File: src/sv/lgts_pkg.sv
// ----------------------------------------------------------------------------
// lgts_pkg
// shared types, codes and default sizes of the lda gibbs topic sampler
// ----------------------------------------------------------------------------
`default_nettype none

package lgts_pkg;

    // default sizes
    localparam int TOPICS_DEF     = 16;
    localparam int VOCAB_DEF      = 4096;
    localparam int COUNT_BITS_DEF = 24;

    // depth of the queue between front and back, a power of two
    localparam int QUEUE_DEPTH = 2;

    // command codes
    localparam logic [2:0] CMD_WR_WORD   = 3'd0;
    localparam logic [2:0] CMD_WR_DOC    = 3'd1;
    localparam logic [2:0] CMD_WR_CORPUS = 3'd2;
    localparam logic [2:0] CMD_SAMPLE    = 3'd3;
    localparam logic [2:0] CMD_DUMP      = 3'd4;

    // result status codes
    localparam logic [1:0] STAT_WRITE_DONE = 2'd0;
    localparam logic [1:0] STAT_SAMPLE     = 2'd1;
    localparam logic [1:0] STAT_HIST       = 2'd2;
    localparam logic [1:0] STAT_ERROR      = 2'd3;

    // configuration register indexes
    localparam logic [1:0] REG_NUM_TOPICS = 2'd0;
    localparam logic [1:0] REG_VOCAB_SIZE = 2'd1;
    localparam logic [1:0] REG_ALPHA_Q8   = 2'd2;
    localparam logic [1:0] REG_ETA_Q8     = 2'd3;

    // configuration reset values
    localparam logic [4:0]  RST_NUM_TOPICS = 5'd16;
    localparam logic [12:0] RST_VOCAB_SIZE = 13'd4096;
    localparam logic [15:0] RST_ALPHA_Q8   = 16'd256;
    localparam logic [15:0] RST_ETA_Q8     = 16'd26;

    typedef struct packed {
        logic [2:0]  command;
        logic [11:0] word;
        logic [3:0]  topic;
        logic [23:0] count_value;
        logic [31:0] random_value;
    } t_in_item;

    typedef struct packed {
        logic [1:0]  status;
        logic [3:0]  result_topic;
        logic [23:0] result_count;
        logic        last;
    } t_out_item;

    typedef enum logic [2:0] {
        K_WR_WORD,
        K_WR_DOC,
        K_WR_CORPUS,
        K_SAMPLE,
        K_DUMP,
        K_ERROR
    } t_kind;

    typedef struct packed {
        t_kind       kind;
        logic [11:0] word;
        logic [3:0]  topic;
        logic [23:0] count_value;
        logic [31:0] random_value;
    } t_op;

    typedef enum logic [3:0] {
        S_IDLE,
        S_RESP,
        S_DUMP,
        S_RD,
        S_PREP,
        S_MUL0,
        S_MUL1,
        S_MADD,
        S_DCHK,
        S_DIV,
        S_ACC,
        S_PROD,
        S_SRCH
    } t_state;

endpackage

`default_nettype wire

File: src/sv/lgts_front.sv
// ----------------------------------------------------------------------------
// lgts_front
// accepts input items, checks ranges and classifies them into queue ops
// ----------------------------------------------------------------------------
`default_nettype none

module lgts_front #(
    parameter int TOPICS = lgts_pkg::TOPICS_DEF,
    parameter int VOCAB  = lgts_pkg::VOCAB_DEF,
    localparam int KW    = $clog2(TOPICS) + 1,
    localparam int VSW   = $clog2(VOCAB + 1)
) (
    input  wire                     i_valid,
    input  wire lgts_pkg::t_in_item i_item,
    output logic                    o_stall,
    input  wire  [KW-1:0]           i_k_eff,
    input  wire  [VSW-1:0]          i_vs_eff,
    input  wire                     i_full,
    output logic                    o_push,
    output lgts_pkg::t_op           o_op
);

    logic topic_bad;
    logic word_bad;

    assign topic_bad = ({{(KW > 4 ? KW - 4 : 0){1'b0}}, i_item.topic} >= i_k_eff);
    assign word_bad  = (i_item.word >= i_vs_eff);

    always_comb begin
        o_op.word         = i_item.word;
        o_op.topic        = i_item.topic;
        o_op.count_value  = i_item.count_value;
        o_op.random_value = i_item.random_value;
        case (i_item.command)
            lgts_pkg::CMD_WR_WORD: begin
                o_op.kind = (topic_bad || word_bad) ? lgts_pkg::K_ERROR : lgts_pkg::K_WR_WORD;
            end
            lgts_pkg::CMD_WR_DOC: begin
                o_op.kind = topic_bad ? lgts_pkg::K_ERROR : lgts_pkg::K_WR_DOC;
            end
            lgts_pkg::CMD_WR_CORPUS: begin
                o_op.kind = topic_bad ? lgts_pkg::K_ERROR : lgts_pkg::K_WR_CORPUS;
            end
            lgts_pkg::CMD_SAMPLE: begin
                o_op.kind = (topic_bad || word_bad) ? lgts_pkg::K_ERROR : lgts_pkg::K_SAMPLE;
            end
            lgts_pkg::CMD_DUMP: begin
                o_op.kind = lgts_pkg::K_DUMP;
            end
            default: begin
                o_op.kind = lgts_pkg::K_ERROR;
            end
        endcase
    end

    assign o_stall = i_full;
    assign o_push  = i_valid && !i_full;

endmodule

`default_nettype wire

File: config.mk
export PLATFORM = sky130hd
export DESIGN_NAME = lgts_front
export DESIGN_NICKNAME = d
export VERILOG_FILES = /design/src/sv/lgts_pkg.sv /design/src/sv/lgts_front.sv
export SDC_FILE = /design/constraint.sdc
export NUM_CORES = 1
export LEC_CHECK = 0
export ABC_AREA = 1
export BUFFER_PORTS_ARGS = -buffer_cell sky130_fd_sc_hd__buf_4
export CORE_ASPECT_RATIO = 1.2
export CORE_MARGIN = 8
export CORE_UTILIZATION = 33
export DETAILED_ROUTE_END_ITERATION = 10
export PLACE_DENSITY = 0.95
export SKIP_LAST_GASP = 1
export SYNTH_ARGS = -nofsm -noshare
export SYNTH_HDL_FRONTEND = slang
export SYNTH_SLANG_ARGS = --single-unit
File: constraint.sdc
create_clock -name vclk -period 2.7
set_clock_uncertainty 0.2 [all_clocks]
set_input_delay 0 -clock vclk [all_inputs]
set_output_delay 0 -clock vclk [all_outputs]
set_load 0.01 [all_outputs]
Yosys cells after proc, flatten, opt, wreduce, memory -nomap -nowiden
Index checks and enable logic that the tools add are counted.
W data, S select, Z words.
- input bits: 95
- logic and storage cells: 15
- flip-flop bits (word level): 0
- output and inout bits: 77
- reduce and logical (&&, ||, !) cells: 4
- eq/ne operators: 4
- mux-type cells: 5
- order comparisons: 2
- operators by type and width (operator ; count):
    $pmux W3 S5 ; 1
    $ge A12 B13 Y1 ; 1
    $mux W3 ; 4
    $eq A3 B2 Y1 const B ; 2
    $ge A4 B5 Y1 ; 1
    $eq A3 B1 Y1 const B ; 1
    $eq A3 B3 Y1 const B ; 1
    $logic_not A3 Y1 ; 1
    $logic_and A1 B1 Y1 ; 1
    $logic_not A1 Y1 ; 1
    $logic_or A1 B1 Y1 ; 1

Longest topological paths before layout
- word-level depth: 4
- depth in mapped cells: 12

Least setup slack after synthesis
Ideal clock, no wire load.
- path kind: in2out
- start point: in i_k_eff[2]
- end point: out o_op[73] (netlist name)
- buffers on the path: 0
- slack: 1562 ps
- arrival: 938 ps
- stages on the path: 9
- data required time: 2500 ps
- cells stage by stage: inv_1 > ha_1 > nand2_1 > inv_1 > nand3_1 > nand3_2 > nor2_4 > nand3_1 > a21oi_1
- RTL lines (item ; RTL line ; RTL):
    start: declaration ; lgts_front.sv:16 ; input wire [KW-1:0] i_k_eff,
    end: declaration ; lgts_front.sv:20 ; output lgts_pkg::t_op o_op

==> results.ini <==
[min_path]
hp-class=in -> out

[floorplan]
core_um2=3280
pin_count=172
die-area_um2=5510
dieWidth_um=69.1
placementRows=23
start_util_pct=34.1
die_h_um=79.7

[critical_path]
cp-start-kind=input port
path_class=in -> out
required_ps=2500
crit_path_end_kind=output pin
worstPathArrival_ps=1810
crit_fanout=2

[route]
antenna_left=0
vias=1183
drt_iter0_markers=26
drcViolationCount=0
via_per_inst=4.38
firstDrtPassIters=4
wire_per_inst_um=16.8
wl_um=4550

[power_and_ir_drop]
p_seq_share_pct=0
p_sw_share_pct=44.4
peakVddDrop_uv=106
powerDensity_nw_per_um2=159
total_power_w=0.000276
p_sw_w=0.000123
p_int_w=0.000154
leakage_nw=0.992
comb_power_share_pct=100.0
power_frac_clock_pct=0

[timing]
fin_tns_setup_ps=0
final_max_slew_viol_count=0
timing.final.crit_share_pct=74.5
finalSetupViolCount=0
tightest_slew_ps=212
fmax_ghz=0.497
fin_hold_ws_ps=-0.948
slew_headroom_pct=85.8
rsz0062_at_grt=false
fin_ws_ps=687
fin_crit_ps=2010
hold_violations=1

[grt]
grtUsageTotal_pct=14.9
antenna_found_initial=3
grt_max_degree=5
grt_pass1_wl_um=6960
grt_pass1_vias=1384
grt_overflow=0

[synth]
synth_cells=177
syn_area_per_cell_um2=6.31
synth_cell_types=10
synth_warnings=0
ys_seq_area_share_pct=0
syn-cell-area_um2=1120
syn_nets=288

[layout]
syn2layout_area_growth_pct=55.2
final_nets=343
final_cell_mix=dlygate4sd3_1 (66), buf_4 (60), nand2_1 (34)
regArea_um2=0
clkbuf_count=0
layout-drive-gt1-share_pct=27.8
seq_cells=0
layout_commonest_cell=dlygate4sd3_1

[placement]
io_buffers=60
dp_worst_setup_slack_ps=1250
hpwlAfterDp_um=2830
gp_congestion=0.750

[clock_network]
cts_setup_buffers=0
hold_buffers=66
ctsResizeCount=0

[run_status]
outcome=finished, violations left
violations=negative hold slack

[flow_run]
drv_cap=0

path summary, 6_finish.rpt:
| kind | end | from | cells past startpoint | slack [ps] |
|---|---|---|---|---|
| hold / removal | o_op[66] | i_item[66] | 2 | -0.9 |
| setup / recovery | o_op[73] | i_item[70] | 11 | 690 |
routing by layer:
layer	vias up	share of wire (%)	GRT usage [%]	wire length [um]
li1	566	-	-	-
met1	508	30	12.4	1370
met2	103	55	30.5	2520
met3	4	14	8.08	616
met4	2	0.51	2.05	23
met5	-	0.29	0	13
power by group through the flow:
| stage | Sequential, W | Combinational (W) | Clock (W) |
|---|---|---|---|
| detailed placement | 0 | 0.000167 | 0 |
| global route | 0 | 0.000303 | 0.0000000000991 |
| global placement | 0 | 0.000161 | 0 |
| finish | 0 | 0.000276 | 0.000000000149 |
| floorplan | 0 | 0.000177 | 0 |
| CTS | 0 | 0.000277 | 0 |
metrics by stage:
| stage | std cells | instance area (um^2) | util [%] |
|---|---|---|---|
| 2_1_floorplan | 177 | 1120 | - |
| 3_3_place_gp | 201 | 1070 | 32.5 |
| 3_5_place_dp | 201 | 1070 | 32.5 |
| 4_1_cts | 267 | 1730 | 52.6 |
| 5_1_grt | 269 | 1730 | 52.8 |
| 6_report | 270 | 1730 | 52.9 |
synthesized netlist by cell type:
cell type | n | area, um^2
buf_4 | 73 | 548
ha_1 | 16 | 200
nand3_1 | 5 | 25.0
a21oi_1 | 5 | 25.0
nor3_2 | 2 | 20.0
nor2_4 | 1 | 11.3
inv_1 | 33 | 124
nand2_1 | 34 | 128
nand3_2 | 1 | 10.0
nor2_1 | 7 | 26.3
critical path, stage by stage:
cell           delay, ps
dlygate4sd3_1        560
buf_4                150
ha_1                 310
nand2_1               70
nand2_1               40
nand2_1               60
nand2_1               50
a21oi_1              170
nand2_1              100
a21oi_1              160
buf_4                150
area by class of cell:
class	count	area, um^2
inverters	33	124
multi-input cells	71	445
repair buffers	126	1110
diodes	3	7.51
fillers	312	1550
well taps	37	46.3
logic make-up (layout without fill, tap and decap cells):
logic type	after synthesis	count (layout)	share of synthesized area [%]
AO/OA/AOI/OAI	5	5	2.24
adder cells (fa/ha/maj)	16	16	17.9
buffers and inverters	106	159	60.1
other	0	3	0
AND/OR/NAND/NOR	50	50	19.7
(Power assumes the default switching activity.)
