===== src/sv/lgts_pkg.sv =====
// ----------------------------------------------------------------------------
// lgts_pkg
// shared types, codes and default sizes of the lda gibbs topic sampler
// ----------------------------------------------------------------------------
`default_nettype none

package lgts_pkg;

    // default sizes
    localparam int TOPICS_DEF     = 16;
    localparam int VOCAB_DEF      = 4096;
    localparam int COUNT_BITS_DEF = 24;

    // depth of the queue between front and back, a power of two
    localparam int QUEUE_DEPTH = 2;

    // command codes
    localparam logic [2:0] CMD_WR_WORD   = 3'd0;
    localparam logic [2:0] CMD_WR_DOC    = 3'd1;
    localparam logic [2:0] CMD_WR_CORPUS = 3'd2;
    localparam logic [2:0] CMD_SAMPLE    = 3'd3;
    localparam logic [2:0] CMD_DUMP      = 3'd4;

    // result status codes
    localparam logic [1:0] STAT_WRITE_DONE = 2'd0;
    localparam logic [1:0] STAT_SAMPLE     = 2'd1;
    localparam logic [1:0] STAT_HIST       = 2'd2;
    localparam logic [1:0] STAT_ERROR      = 2'd3;

    // configuration register indexes
    localparam logic [1:0] REG_NUM_TOPICS = 2'd0;
    localparam logic [1:0] REG_VOCAB_SIZE = 2'd1;
    localparam logic [1:0] REG_ALPHA_Q8   = 2'd2;
    localparam logic [1:0] REG_ETA_Q8     = 2'd3;

    // configuration reset values
    localparam logic [4:0]  RST_NUM_TOPICS = 5'd16;
    localparam logic [12:0] RST_VOCAB_SIZE = 13'd4096;
    localparam logic [15:0] RST_ALPHA_Q8   = 16'd256;
    localparam logic [15:0] RST_ETA_Q8     = 16'd26;

    typedef struct packed {
        logic [2:0]  command;
        logic [11:0] word;
        logic [3:0]  topic;
        logic [23:0] count_value;
        logic [31:0] random_value;
    } t_in_item;

    typedef struct packed {
        logic [1:0]  status;
        logic [3:0]  result_topic;
        logic [23:0] result_count;
        logic        last;
    } t_out_item;

    typedef enum logic [2:0] {
        K_WR_WORD,
        K_WR_DOC,
        K_WR_CORPUS,
        K_SAMPLE,
        K_DUMP,
        K_ERROR
    } t_kind;

    typedef struct packed {
        t_kind       kind;
        logic [11:0] word;
        logic [3:0]  topic;
        logic [23:0] count_value;
        logic [31:0] random_value;
    } t_op;

    typedef enum logic [3:0] {
        S_IDLE,
        S_RESP,
        S_DUMP,
        S_RD,
        S_PREP,
        S_MUL0,
        S_MUL1,
        S_MADD,
        S_DCHK,
        S_DIV,
        S_ACC,
        S_PROD,
        S_SRCH
    } t_state;

endpackage

`default_nettype wire


===== src/sv/lgts_fifo.sv =====
// ----------------------------------------------------------------------------
// lgts_fifo
// short queue of classified ops between front and back
// ----------------------------------------------------------------------------
`default_nettype none

module lgts_fifo (
    input  wire                i_clk,
    input  wire                i_rst_n,
    input  wire                i_push,
    input  wire lgts_pkg::t_op i_op,
    output logic               o_full,
    input  wire                i_pop,
    output logic               o_empty,
    output lgts_pkg::t_op      o_head
);

    localparam int QA = $clog2(lgts_pkg::QUEUE_DEPTH);

    lgts_pkg::t_op r_buf [lgts_pkg::QUEUE_DEPTH];
    logic [QA-1:0] r_wp, n_wp;
    logic [QA-1:0] r_rp, n_rp;
    logic [QA:0]   r_cnt, n_cnt;

    assign o_full  = (r_cnt == (QA + 1)'(lgts_pkg::QUEUE_DEPTH));
    assign o_empty = (r_cnt == '0);
    assign o_head  = r_buf[r_rp];

    always_comb begin
        n_wp  = i_push ? r_wp + 1'b1 : r_wp;
        n_rp  = i_pop ? r_rp + 1'b1 : r_rp;
        n_cnt = r_cnt;
        if (i_push && !i_pop) begin
            n_cnt = r_cnt + 1'b1;
        end else if (!i_push && i_pop) begin
            n_cnt = r_cnt - 1'b1;
        end
    end

    always_ff @(posedge i_clk) begin
        if (!i_rst_n) begin
            r_wp  <= '0;
            r_rp  <= '0;
            r_cnt <= '0;
        end else begin
            r_wp  <= n_wp;
            r_rp  <= n_rp;
            r_cnt <= n_cnt;
        end
    end

    always_ff @(posedge i_clk) begin
        if (i_push) begin
            r_buf[r_wp] <= i_op;
        end
    end

endmodule

`default_nettype wire


===== config.mk =====
export PLATFORM = sky130hd
export DESIGN_NAME = lgts_fifo
export DESIGN_NICKNAME = d
export VERILOG_FILES = /design/src/sv/lgts_pkg.sv /design/src/sv/lgts_fifo.sv
export SDC_FILE = /design/constraint.sdc
export NUM_CORES = 1
export LEC_CHECK = 0
export ABC_AREA = 1
export BUFFER_PORTS_ARGS = -buffer_cell sky130_fd_sc_hd__buf_2
export CAP_MARGIN = 5
export CORE_ASPECT_RATIO = 0.7
export CORE_MARGIN = 2
export CORE_UTILIZATION = 35
export DETAILED_ROUTE_END_ITERATION = 16
export PLACE_DENSITY_LB_ADDON = 0.3
export SKIP_LAST_GASP = 1
export SYNTH_ARGS = -nofsm -noshare
export SYNTH_HDL_FRONTEND = slang
export SYNTH_SLANG_ARGS = --single-unit

===== constraint.sdc =====
create_clock -name i_clk -period 4.4 [get_ports i_clk]
set_input_delay 0.88 -clock i_clk [delete_from_list [all_inputs] [get_ports i_clk]]
set_output_delay 0.88 -clock i_clk [all_outputs]
set_load 0.005 [all_outputs]

* Word level (Yosys, flattened, before mapping)
Memories as Yosys holds them, arrays and structs flattened. A register that Yosys moved wholly into a read port is not among the register bits.
Cells that the tools add are included.
** Word-level totals
- Bits in registers :: 4
- Bits in writable memories :: 150
- Output and inout port bits :: 77
- Logic and storage cells :: 21
- Memories kept :: 1
** Cells by class
- Add/subtract/negate cells :: 4
- Equality and inequality tests :: 1
- Mux-type cells :: 6
- Reductions and logical operators :: 6
** Memory list
- r_buf :: words 2, bits a word 75, read ports 1, clocked after Yosys merged registers in 1, wr ports 1, RTL line lgts_fifo.sv:20 : lgts_pkg::t_op r_buf [lgts_pkg::QUEUE_DEPTH];
** Operator list (number)
- $mux W1 :: 4
- $mux W2 :: 2
- $add A1 B1 Y1 const B :: 2
- $add A2 B1 Y2 const B :: 1
- $eq A2 B2 Y1 const B :: 1
- $logic_and A1 B1 Y1 :: 2
- $logic_not A1 Y1 :: 2
- $logic_not A2 Y1 :: 1
- $reduce_bool A2 Y1 :: 1
- $sub A2 B1 Y2 const B :: 1

* Depth between registers and ports, before layout
- Word-level depth :: 4
- Depth in mapped cells :: 8

* Worst setup path before layout
OpenSTA, ideal clock, no wires.
- Path type :: input to register
- From :: input i_push
- To :: memory r_buf[0][0] (netlist bit), enable pin
- Library setup time :: 0.511 ns
- Arrival :: 4.063 ns
- Setup slack :: -0.174 ns
- Cell stages on the path :: 2
- Path buffers :: 0
- Path through :: inv_1 nor2_1
** Between the ends
- Longest elaborated chain between the ends :: 2
** Ends and longest elaborated chain
- start, declared :: RTL line lgts_fifo.sv:10 : input wire i_push,
- $mux W1 :: RTL line lgts_fifo.sv:53 : if (i_push) begin
- $mux W1 (implied by the code) :: RTL line lgts_fifo.sv:54 : r_buf[r_wp] <= i_op;
- end, declared :: RTL line lgts_fifo.sv:20
Every way passes these cells.

==> impl_results.md <==
* Largest net degree at the start of global routing at 41
* Total CTS buffers at 17
* Least-Margin Pin Slew at 0.641 ns
* Design area at 7390 um2
* Number of synthesis warnings at 0
* Final Power at 0.00328 W
* MaxCap Viol Count at 0
* Vias in the first global route at approximately 3100
* Gpl congestion at 0.679
* Post-synth EDFFs at 150
* Root cell of the clock tree: clkbuf_16
* GRT Total Usage at 12.1%
* Mapped Cells at 268
* Die W at roughly 160 um
* CP required at 3.52 ns
* Fill count at 1425
* Global-route wire length before repair at 15800 um
* Synthesized area at 5840 um2
* Setup slack, reg-to-reg at 2.78 ns
* Worst slew margin at 57.3%
* Final Skew at 0.00582 ns
* Clock Latency Late Sink at slightly above 0.4 ns
* Count of hold buffers inserted by post-cts repair at 0
* 1st-iter DRT viols at 181
* Core Region at 16300 um2
* Synthesized flop and latch total at 155
* Final setup margin at 1.44 ns
* Placed Cells at 645
* Peak supply drop at 0.248 mV
* Placed Area at 6880 um2
* First drt pass iteration count at 4
* Layout Cells excl Fill at approximately 680
* DRC at 0
* Setup TNS Final at 0 ns
* Share of cells above drive strength 1 at 58.4%
* Final Setup Violations at 0
* # rows at 39
* Vias at 2927
* Max clock buf depth at 2
* # port buffers at 155
* Detail-routed via count per cell at 4.32
* Setup CP Type: reg -> out
* Power per cell area at 444 nW/um2
* Post-DP HPWL at 6980 um
* Synth cell types at 14
* ANT cells at 0
* Cell accounting for the most synthesized area: edfxtp_1
* Crit end category: output pin
* Synth top area cells: edfxtp_1 (77%), mux2_4 (13%), mux2_2 (4.8%)
* Post-synthesis async set-or-reset flop share at 0%
* CP arrival at 2.08 ns
* Total gr overflow at 0
* RSZ-0062 raised after global routing: no
* Fin. Hold Viols at 0
* CTS tree: done
* Initial antenna violation count at 0
* Final critical-path required period at around 3.0 ns
* WL/cell at 15.5 um
* Area grow syn2layout at 26.5%
* Static Leak at approximately 2.9 nW
* Synth cell count leaders: edfxtp_1 (150), mux2_4 (50), mux2_2 (25)
* Count leader, synth: edfxtp_1
* ANT nets after route at 0
* Synth Flop Type: edfxtp_1
* Setup WS pre-CTS at 1.84 ns
* Syn nets at 348
* Maximum clock rate at 338 MHz
* Number of buffers added for setup after CTS at 0
* Outcome: complete, no violations
* Yosys top cell area share at 77.1%
* Number of clock sinks at 155
* Sequential cell area at between 4000 and 5000 um2
* Nets at 519
* Post-Syn Area per Cell at approximately 22 um2
* Hold Path Class: reg -> reg
* Slew Limit Fails at 0
* Resized cells post-CTS at 0
* CP startpoint kind: flop
* Seq/Total Area, Yosys at 78.8%
* Final worst path period share at roughly two thirds
* Total wire length at 10500 um
* Initial Util at 35.7%
* H-tree depth at 4
* Reg clk slew, reported paths at 0.06 ns
* CP Max Fanout at 40
* Die area at 17800 um2
* Die Y at 112 um
* Multi-input gate area at ~1100 um2
* Top Ports at 156
-- cell usage in the layout (no fill, tap or decap), types with 4 or more instances in the layout --
| cell type | Yosys | routed |
|---|---|---|
| inv_1 | 8 | 7 |
| clkinv_2 | 0 | 5 |
| clkinv_1 | 0 | 5 |
| nand2_1 | 8 | 8 |
| clkbuf_16 | 0 | 17 |
| buf_2 | 2 | 155 |
| mux2_2 | 25 | 25 |
| buf_4 | 0 | 4 |
| mux2_4 | 50 | 50 |
| dfxtp_1 | 5 | 4 |
| nor2_1 | 9 | 8 |
| edfxtp_1 | 150 | 150 |
-- power breakdown --
group / switching (W) / internal (W)
Sequential: 0.0000323 / 0.00171
Combinational: 0.000129 / 0.000160
Clock: 0.000547 / 0.000708
Total: 0.000708 / 0.00258
-- worst paths after layout --
path / startpoint / to / depth (start not counted)
min reg2reg: r_rp / flop / 2
max reg2reg: r_wp / r_buf[1][59] / 3
min: r_rp / flop / 2
max: flop / o_head[59] / 3
-- kinds of logic after synthesis --
family | Yosys count | share of synthesized area, %
DFF | 155 | 78.8
muxes | 75 | 17.7
and+or+nand+nor | 19 | 1.29
buffers and inverters | 16 | 1.84
AOI/OAI and AO/OA | 2 | 0.171
adders and majority gates | 1 | 0.214
-- routing by layer --
layer,GRT usage [%],share of wire [%],vias up
li1,-,-,1382
met1,15.0,45,1431
met2,18.8,46,109
met3,5.68,8.2,5
met4,4.02,0.69,0
met5,0,0,-
-- metrics by stage --
stage	utilization [%]	hold WS, ns
4_1_cts	45.2	0.513
5_1_grt	45.2	0.560
6_report	45.2	0.511
2_1_floorplan	-	0.463
3_5_place_dp	42.1	0.487
3_3_place_gp	42.1	0.477
-- registers in the layout (all words and copies together) (netlist names), named ones only --
register	count
r_buf	150
r_cnt	2
r_rp	1
r_wp	1
-- critical path, stage by stage (launching register included) --
cell and delay [ns]:
dfxtp_4 0.77, buf_12 0.35, mux2_2 0.39, buf_2 0.13
-- cell type report --
class	instances	area share, %
Multi-Input combinational cell	97	15.4
Clock buffer	18	5.81
Sequential cell	155	62.3
Tap cell	225	3.81
Inverter	8	0.423
Clock inverter	14	1.07
Timing Repair Buffer	160	11.2
No activity file was read; power rests on OpenSTA's default activity.
